`src/rtl/core/cct_pkg.sv`:
```
// shared constants, types and codes for the cross-correlation tdoa block
// no dependencies
package cct_pkg;

  localparam int MAX_WINDOW    = 16384;
  localparam int MAX_HALF_LAGS = 127;
  localparam int SAMPLE_BITS   = 16;
  localparam int ADDR_BITS     = $clog2(MAX_WINDOW);
  localparam int WLEN_BITS     = 15;
  localparam int LAG_BITS      = 8;
  localparam int SUM_BITS      = 46;
  localparam int PROD_BITS     = 2 * SAMPLE_BITS;

  // register indexes
  localparam logic [1:0] REG_WINDOW_LEN = 2'd0;
  localparam logic [1:0] REG_MAX_LAG    = 2'd1;
  localparam logic [1:0] REG_GUARD_LAGS = 2'd2;

  // limit codes
  localparam logic [1:0] LIMIT_NONE = 2'd0;
  localparam logic [1:0] LIMIT_POS  = 2'd1;
  localparam logic [1:0] LIMIT_NEG  = 2'd2;

  typedef enum logic [2:0] {
    S_IDLE,
    S_INIT,
    S_LAGSET,
    S_RUN,
    S_DRAIN,
    S_CMP,
    S_DONE
  } state_t;

  typedef struct packed {
    logic wr_sample;
    logic init_search;
    logic start_lag;
    logic issue;
    logic cmp_update;
    logic load_out;
  } cmd_t;

  typedef struct packed {
    logic window_done;
    logic empty_range;
    logic last_issue;
    logic pipe_empty;
    logic last_lag;
    logic out_free;
  } status_t;

endpackage

```
`src/rtl/core/cct_ctrl.sv`:
```
// sequencer for window load, per-lag accumulation and peak search
// depends on cct_pkg
module cct_ctrl (
  input  logic              clk,
  input  logic              rst,
  input  logic              in_valid,
  output logic              in_ready,
  input  cct_pkg::status_t  st,
  output cct_pkg::cmd_t     cmd
);
  import cct_pkg::*;

  state_t state, state_next;

  always_ff @(posedge clk) begin
    if (rst) begin
      state <= S_IDLE;
    end else begin
      state <= state_next;
    end
  end

  // next state
  always_comb begin
    state_next = state;
    unique case (state)
      S_IDLE:   if (in_valid && st.window_done) state_next = S_INIT;
      S_INIT:   state_next = S_LAGSET;
      S_LAGSET: state_next = st.empty_range ? S_DRAIN : S_RUN;
      S_RUN:    if (st.last_issue) state_next = S_DRAIN;
      S_DRAIN:  if (st.pipe_empty) state_next = S_CMP;
      S_CMP:    state_next = st.last_lag ? S_DONE : S_LAGSET;
      S_DONE:   if (st.out_free) state_next = S_IDLE;
      default:  state_next = S_IDLE;
    endcase
  end

  // outputs
  always_comb begin
    cmd      = '0;
    in_ready = 1'b0;
    unique case (state)
      S_IDLE: begin
        in_ready      = 1'b1;
        cmd.wr_sample = in_valid;
      end
      S_INIT:   cmd.init_search = 1'b1;
      S_LAGSET: cmd.start_lag   = 1'b1;
      S_RUN:    cmd.issue       = 1'b1;
      S_DRAIN:  ;
      S_CMP:    cmd.cmp_update  = 1'b1;
      S_DONE:   cmd.load_out    = st.out_free;
      default:  ;
    endcase
  end

endmodule

```
`config.mk`:
```
export PLATFORM = sky130hd
export DESIGN_NAME = cct_ctrl
export DESIGN_NICKNAME = d
export VERILOG_FILES = /design/src/rtl/core/cct_pkg.sv /design/src/rtl/core/cct_ctrl.sv
export SDC_FILE = /design/constraint.sdc
export NUM_CORES = 1
export LEC_CHECK = 0
export BUFFER_PORTS_ARGS = -buffer_cell sky130_fd_sc_hd__buf_2
export CAP_MARGIN = 25
export CORE_AREA = 2 2 39 41
export CTS_CLUSTER_DIAMETER = 100
export CTS_CLUSTER_SIZE = 28
export DETAILED_ROUTE_END_ITERATION = 10
export DIE_AREA = 0 0 41 43
export GPL_ROUTABILITY_DRIVEN = 0
export PLACE_DENSITY = 0.55
export SLEW_MARGIN = 40
export SYNTH_ARGS = -nofsm -noshare
export SYNTH_HDL_FRONTEND = slang
export SYNTH_SLANG_ARGS = --single-unit
export TNS_END_PERCENT = 20
```
`constraint.sdc`:
```
create_clock -name clk -period 1.5 [get_ports clk]
set_input_delay 0.15 -clock clk [delete_from_list [all_inputs] [get_ports clk]]
set_output_delay 0.15 -clock clk [all_outputs]
set_load 0.1 [all_outputs]
```
==> results.md, run 1 <==
- Vias: 291
- Die X: 41 µm
- Most flop-heavy register: state
- FF+latch count, synth: 3
- Most common flop cell mapped by yosys: dfxtp_1
- Adder-cell share of the synthesized area: 0%
- Die area: about 0.0018 mm²
- Post-synthesis mux area share: 3.846%
- Fill cells: 148
- Dpl hpwl: 556 µm
- Cell count after synthesis: 34
- Register area: 62.56 µm²
- RR Endpoint: state[2]
- N_diodes: 0
- Gr usage total: roughly a tenth
- Minimum clock period: around 1.4 ns
- Core area: 0.001384 mm²
- Wire per inst: 9.882 µm
- Layout cell share with drive strength beyond 1: 63.46%
- Slew headroom: 77.07%
- Num CTS Buffers: 3
- P&R area growth vs syn: 91.35%
- Max reg flops: 3
- WHS Path Cells: 2
- Final period util: 96.60%
- Ys async rst share: 0%
- Worst reg2reg startpoint: state[0]
- Xor/xnor share of the synthesized area: 0%
- Clock sinks: 3
- Unrepaired setup endpoints after global routing: no
- Final ANT Viol Nets: 0
- Aggregate routed wire length: 672 µm
- Pre-Repair DR Iteration Count: 4
- Hold_sp: rst
- Final max-slew violation count: 0
- Worst-Skew Late Latency: around 0.23 ns
- Post-Syn Nets: 43
- Final setup viols: 0
- Placement Cell Area: approximately 470 µm²
- HP Class: primary input to flip-flop
- Number of flops mapped to enable cells by yosys: 0
- CP required: between 1 and 1.5 ns
- Peak Freq: a little under 0.7 GHz
- Area contributors post-synth: dfxtp_1 (23%), buf_6 (8.7%), nor3_1 (7.7%)
- Crit. End Element: output port
- Post-CTS Setup Inserts: 0
- Syn Std Cell Area: between 200 and 300 µm²
- Largest net degree at the start of global routing: 14
- Initial antenna violation count: 0
- Yosys top cell by area: dfxtp_1
- Flop-to-flop setup slack: 0.35 ns
- Max Root-Sink Buffers: 2
- Mean Syn Cell Area: approximately 7.7 µm²
- Main combinational cell family by area after synthesis: simple AND/OR/NAND/NOR gates
- Worst-Margin Slew: 0.3434 ns
- FF-to-FF path depth: 4
- TritonCTS clock tree: built
- Initial Util: 18.81%
- Die height: ~43 µm
- Number of vias per cell: 4.279
- Final Hold Fails: 0
- Cell Rows: 14
- Clock transition at path regs: 0.03 ns
- H-tree Lvls: 1
- Leakage: 0.2017 nW
- Multi-input logic area: slightly below 200 µm²
- Crit-path max FO: 13
- Outcome: complete, no violations
- Clock skew: 0.002458 ns
- IO buf count: 15
- Fin nets: 62
- Maxcap violations: 0
- Compound-Gate Fraction of Synth Area: a little over a quarter
- Worst Hold Path EP: state[2]
- Top-area cell type share of the netlist area: 23.08%
- Yosys Warn Count: 0
- Fin area: 498.0 µm²
- Hold buffer count at cts: 0
- Worst endpoint data arrival time: 1.30 ns
- Post-synthesis simple-gate area fraction: between 30% and 40%
- Power density cells: 863.1 mW/mm²
- CP Launch Type: flip-flop
- Root Driver: clkbuf_4
- Commonest cells in the netlist: nand2_1 (4), nor2_1 (4), nor3_1 (4)
- Setup CP Type: flip-flop to output port
- Regs by FF count: state (3)
- DR iter-0 viols: 1
- Post-synthesis sequential area ratio: 23.08%
- Global-route wire length before repair: 1159 µm
- Worst vdd ir: 0.2869 mV
- Tot Pwr: 0.4298 mW
- Yosys cell types: 19
- Drt drc: 0
- Vias in the first global route: 291
- Global-route congestion overflow total: 0
- I/O pins: 16
layer usage:
layer | share of wire, % | global-route usage (%) | up-vias
met5 | 0 | 0 | -
met4 | 0 | 8.000 | 0
met3 | 8.0 | 1.571 | 0
met2 | 46 | 12.81 | 13
met1 | 46 | 13.50 | 126
li1 | - | - | 152
placed cells by master, fill, tap and decap left out:
cell / instances
a2111oi_2: 1
a21oi_1: 1
a22o_1: 1
and2_4: 1
and3_1: 1
buf_12: 7
buf_2: 8
buf_4: 1
clkbuf_1: 1
clkbuf_4: 3
dfxtp_1: 1
dfxtp_2: 2
inv_1: 1
inv_2: 1
mux2i_1: 1
nand2_1: 4
nand2b_1: 2
nand3b_1: 1
nor2_2: 4
nor3_1: 3
nor3_4: 1
o211ai_2: 1
o21ai_0: 2
o21ai_2: 2
or2b_2: 1
worst max path at each step:
stage / startpoint / endpoint / slack [ns] / depth (start not counted)
after floorplan: state[2] / cmd[5] / -0.40 / 3
after global placement: state[2] / cmd[4] / 0.21 / 3
after detailed placement: state[2] / cmd[2] / 0.20 / 3
after CTS: state[2] / cmd[2] / 0.04 / 3
after global routing: state[0] / cmd[3] / 0.003 / 4
final: state[2] / cmd[2] / 0.05 / 3
power by group:
part / internal [mW] / leakage [nW] / total [mW] / switching, mW
clock network: 0.0996 / 0.0150 / 0.141 / 0.0412
logic: 0.0729 / 0.161 / 0.192 / 0.119
registers: 0.0854 / 0.0253 / 0.0967 / 0.0113
total: 0.258 / 0.202 / 0.430 / 0.172
stage by stage:
step	cells	setup slack, ns	util [%]	hold slack, ns	TNS, ns
floorplan	34	-0.4036	-	0.2189	-0.9921
detailed placement	64	0.1958	33.91	0.3757	0
global placement	64	0.2099	33.91	0.3726	0
CTS	68	0.03997	35.99	0.1260	0
finish	68	0.05095	35.99	0.1352	0
global route	68	0.003015	35.99	0.1469	0
final cells by class:
class | instances | share of cell area [%]
timing repair buffer | 16 | 37.69
inverter | 2 | 1.508
sequential | 3 | 12.56
clock buffer | 4 | 5.276
multi-input combinational | 27 | 38.94
tap | 16 | 4.020
what timing repair did:
| item | in CTS | in global routing |
|---|---|---|
| endpoints found under the setup margin | 2 | 1 |
| endpoints found under the hold margin | 0 | 0 |
| gates resized for setup | 2 | 0 |
| pin swaps | 0 | 1 |
critical path, cell delays in order (launching register included):
cell	delay, ns
dfxtp_2	0.39
or2b_2	0.35
nor2_2	0.14
buf_12	0.19
cells by family after synthesis:
logic type | count (synthesis)
compound gates | 8
buf+inv | 4
flops | 3
mux | 1
simple gates | 18
Power figures use the tool's default switching activity.
==> run 2, diff against run 1 <==
Settings changed: BUFFER_PORTS_ARGS -buffer_cell sky130_fd_sc_hd__buf_2 to default, CORE_AREA 2 2 39 41 to 8 8 45 47, DIE_AREA 0 0 41 43 to 0 0 53 55, DONT_BUFFER_PORTS from default to 1, PLACE_DENSITY 0.55 to 0.44.
==> run 2 against run 1 <==
- cell count down 8.8%
- clock skew is 0.0036 ns higher
- critical path depth is the same
- worst hold slack lost 0.011 ns
- worst setup slack better by 0.029 ns
- critical endpoint unchanged
- register-to-register slack improved by 0.03 ns
- sequential power is 3.6% lower
- global-route usage fell by 3.4 points
- clock power up 4%
- largest cell class unchanged
- sequential cell count is the same
- power fell by 3.6%
- largest power group unchanged
- critical path type unchanged
==> results.md, run 2 (same netlist as run 1, synthesis figures left out) <==
- Fin nets: 56
- Peak Freq: 0.7044 GHz
- Gr usage total: roughly 6.4%
- P&R area growth vs syn: 77.88%
- Die height: roughly 55 µm
- Tot Pwr: 0.4142 mW
- Maxcap violations: 0
- Finished Layout Cells: 62
- Die X: 53 µm
- Wire per inst: ~13 µm
- Initial Util: roughly a fifth
- Initial antenna violation count: 0
- Max Root-Sink Buffers: 2
- Worst-Skew Late Latency: 0.24 ns
- Minimum clock period: 1.420 ns
- DR iter-0 viols: 0
- Cell Rows: 14
- Hold Worst Slack: 0.1238 ns
- Unrepaired setup endpoints after global routing: no
- Vias in the first global route: around 290
- TritonCTS clock tree: built
- Global-route congestion overflow total: 0
- N_diodes: 0
- Most flop-heavy register: state
- Final max-slew violation count: 0
- Root Driver: clkbuf_4
- Worst vdd ir: 0.3848 mV
- CP Launch Type: flip-flop
- HP Class: primary input to flip-flop
- Dpl hpwl: about 680 µm
- H-tree Lvls: 1
- Global-route wire length before repair: 1317 µm
- Drt drc: 0
- Clock transition at path regs: 0.04 ns
- Core area: 0.001384 mm²
- PnR worst setup slack: about 0.080 ns
- Slew headroom: between 80% and 90%
- Clock skew: approximately 0.0061 ns
- Die area: ~0.003 mm²
- Worst endpoint data arrival time: 1.27 ns
- Max reg flops: 3
- Commonest cells after routing, fill and taps aside: buf_12 (6), nor2_2 (4), nand2_1 (4)
- Pre-Repair DR Iteration Count: 1
- Outcome: complete, no violations
- Final setup viols: 0
- Clock sinks: 3
- Crit-path max FO: 7
- Leakage: 0.1743 nW
- Vias: 278
- DP Cell Count: 57
- Num CTS Buffers: 3
- Setup CP Type: flip-flop to output port
- Post-place setup slack: approximately 0.28 ns
- IO buf count: 0
- Layout cell share with drive strength beyond 1: 56.52%
- Largest net degree at the start of global routing: 10
- Crit. End Element: output port
- Worst-Margin Slew: 0.2802 ns
- Commonest non-fill, non-tap cell in the layout: buf_12
- Final Hold Fails: 0
- Regs by FF count: state (3)
- I/O pins: 16
- Power density cells: roughly 890 mW/mm²
- Final ANT Viol Nets: 0
- Final period util: 94.64%
- CP required: 1.35 ns
- Number of vias per cell: 4.484
- Aggregate routed wire length: 829 µm
[run 2: changes by cell type in the layout (fill, tap and decap cells not counted), sizes merged]
| cell | delta |
|---|---|
| buf | -7 |
| dlygate4sd3 | +1 |
[run 2: stage by stage]
step / cell area [µm²] / utilization [%] / setup TNS [ns]
2_1_floorplan: 284.0 / - / -0.9921
3_3_place_gp: 424.2 / 30.65 / 0
3_5_place_dp: 424.2 / 30.65 / 0
4_1_cts: 460.4 / 33.27 / 0
5_1_grt: 462.9 / 33.45 / 0
6_report: 462.9 / 33.45 / 0
[run 2: repair_timing]
| action | CTS | global route |
|---|---|---|
| hold buffers | 1 | 0 |
| setup endpoints to repair | 0 | 4 |
| endpoints found under the hold margin | 2 | 0 |
| buffers inserted | 0 | 0 |
| gates resized for setup | 0 | 2 |
[run 2: layout make-up]
class / instances / area (µm²)
repair buffers: 10 / 152.6
flip-flops and latches: 3 / 62.56
fillers: 150 / 920.9
inverters: 2 / 7.507
well taps: 16 / 20.02
multi-input cells: 27 / 193.9
clock buffers: 4 / 26.28
[run 2: power by group]
group	internal (mW)	switching, mW	total (mW)	leakage [nW]
logic	0.0591	0.116	0.175	0.134
registers	0.0852	0.00795	0.0932	0.0254
clock network	0.100	0.0456	0.146	0.0150
total	0.244	0.170	0.414	0.174
[run 2: final timing paths]
check | from | end | slack, ns | depth (start not counted)
worst max-delay path | state[2] | cmd[2] | 0.08 | 3
worst min-delay path | st[1] | state[2] | 0.12 | 2
worst max register to register | state[0] | state[2] | 0.38 | 4
worst min register to register | state[2] | state[2] | 0.54 | 2
[run 2: worst max-delay path, cell delays in order, from the launching register on]
cell and delay (ns):
dfxtp_2 0.36, or2b_2 0.34, nor2_2 0.14, buf_12 0.19
[run 2: metal layers]
metal / track usage, % / share of wire (%) / vias to the layer above
li1: - / - / 140
met1: 7.273 / 42 / 127
met2: 8.203 / 45 / 11
met3: 3.476 / 12 / 0
met4: 6.466 / 0 / 0
met5: 0 / 0 / -
==> run 3, diff against run 2 <==
Settings changed: PLACE_DENSITY 0.44 to default.
==> run 3 against run 2 <==
- worst setup slack got worse by 0.038 ns
- critical path type unchanged
- first-iteration DRC count up 4
- critical endpoint is now cmd[4]
- clock power is 3% higher
==> results.md, run 3 (same netlist as run 1, synthesis figures left out) <==
- Global-route wire length before repair: 1283 µm
- Die area: 0.002915 mm²
- Post-Route Setup TNS: 0 ns
- Cell Rows: 14
- N_diodes: 0
- Number of vias per cell: 4.541
- Clock skew: 0.001099 ns
- Maxcap violations: 0
- Clock sinks: 3
- Final period util: 97.19%
- Final Hold Fails: 0
- Initial antenna violation count: 0
- Peak Freq: a little under 0.7 GHz
- Num CTS Buffers: 3
- Final ANT Viol Nets: 0
- Layout cell share with drive strength beyond 1: ~58%
- CP required: roughly 1.4 ns
- Final max-slew violation count: 0
- Vias: around 280
- Crit-path max FO: 13
- Die X: ~53 µm
- Crit. End Element: output port
- Outcome: complete, no violations
- Max Root-Sink Buffers: 2
- Setup CP Type: flip-flop to output port
- Largest net degree at the start of global routing: 14
- Commonest cells after routing, fill and taps aside: buf_12 (6), nor2_2 (4), nand2_1 (4), nor3_1 (3), clkbuf_4 (3)
- Leakage: 0.1695 nW
- Power density cells: 902.3 mW/mm²
- FF-to-FF path depth: 4
- Core area: 0.001384 mm²
- Aggregate routed wire length: between 700 and 800 µm
- Root Driver: clkbuf_4
- HP Class: primary input to flip-flop
- Worst-Skew Late Latency: 0.24 ns
- Vias in the first global route: about 300
- H-tree Lvls: 1
- Unrepaired setup endpoints after global routing: yes
- Hold Worst Slack: 0.1092 ns
- DR iter-0 viols: 4
- Drt drc: 0
- Global-route congestion overflow total: 0
- Max reg flops: 3
- Minimum clock period: 1.458 ns
- Dpl hpwl: 571.5 µm
- P&R area growth vs syn: 76.44%
- Die height: 55 µm
- Worst endpoint data arrival time: 1.31 ns
- Clock transition at path regs: roughly 0.04 ns
- CP Launch Type: flip-flop
- Slew headroom: 81.55%
- Pre-Repair DR Iteration Count: 4
- Worst vdd ir: 0.3614 mV
- Final setup viols: 0
- I/O pins: 16
- TritonCTS clock tree: built
- IO buf count: 0
- Fin nets: 55
- Regs by FF count: state (3)
- Wire per inst: about 12 µm
- Post-CTS Setup Inserts: 0
- Gr usage total: under 10%
- WHS Path Cells: 3
- Commonest non-fill, non-tap cell in the layout: buf_12
- Worst-Margin Slew: 0.2791 ns
- Most flop-heavy register: state
- Initial Util: 18.81%
## run 3: final timing paths
check / from / to / slack (ns)
worst min-delay path: st[3] / state[1] / 0.11
worst min register to register: state[0] / state[1] / 0.48
worst max-delay path: state[2] / cmd[4] / 0.04
worst max register to register: state[0] / state[2] / 0.41
## run 3: critical path, cell delays in order (launching register included)
cell and delay, ns:
dfxtp_4 0.39, or2b_2 0.34, nor2_2 0.14, buf_12 0.19
## run 3: through the flow
stage,instance area [µm²],power [mW],utilization (%),setup WS (ns),instances
6_report,459.2,0.4143,33.18,0.04218,61
3_3_place_gp,416.7,0.2628,30.11,0.2025,56
2_1_floorplan,284.0,0.2218,-,-0.4036,34
4_1_cts,454.2,0.4251,32.82,0.004880,61
3_5_place_dp,416.7,0.2643,30.11,0.1851,56
5_1_grt,459.2,0.4381,33.18,-0.001743,61
## run 3: cell type report
class | count | area (µm²)
inverter | 2 | 7.507
sequential | 3 | 66.31
timing repair buffer | 9 | 145.1
fill | 155 | 924.6
multi-input combinational | 27 | 193.9
tap | 16 | 20.02
clock buffer | 4 | 26.28
## run 3: metal layers
| metal | share of wire (%) | vias to the layer above | track usage [%] | wire length, µm |
|---|---|---|---|---|
| met2 | 42 | 13 | 8.203 | 304 |
| met5 | 0 | - | 0 | 0 |
| li1 | - | 140 | - | - |
| met4 | 2.6 | 0 | 6.466 | 19 |
| met1 | 43 | 122 | 6.687 | 309 |
| met3 | 12 | 2 | 3.209 | 85 |
## run 3: what timing repair did
item,in CTS,in global routing
hold buffers,1,0
endpoints found under the hold margin,2,0
pin swaps,0,1
gates resized for setup,1,3
setup endpoints to repair,3,4
## run 3: report_power, final
part	internal, mW	total [mW]	switching, mW	leakage, nW
Clock	0.100	0.150	0.0499	0.0150
Sequential	0.0845	0.0949	0.0105	0.0261
Combinational	0.0581	0.169	0.111	0.128
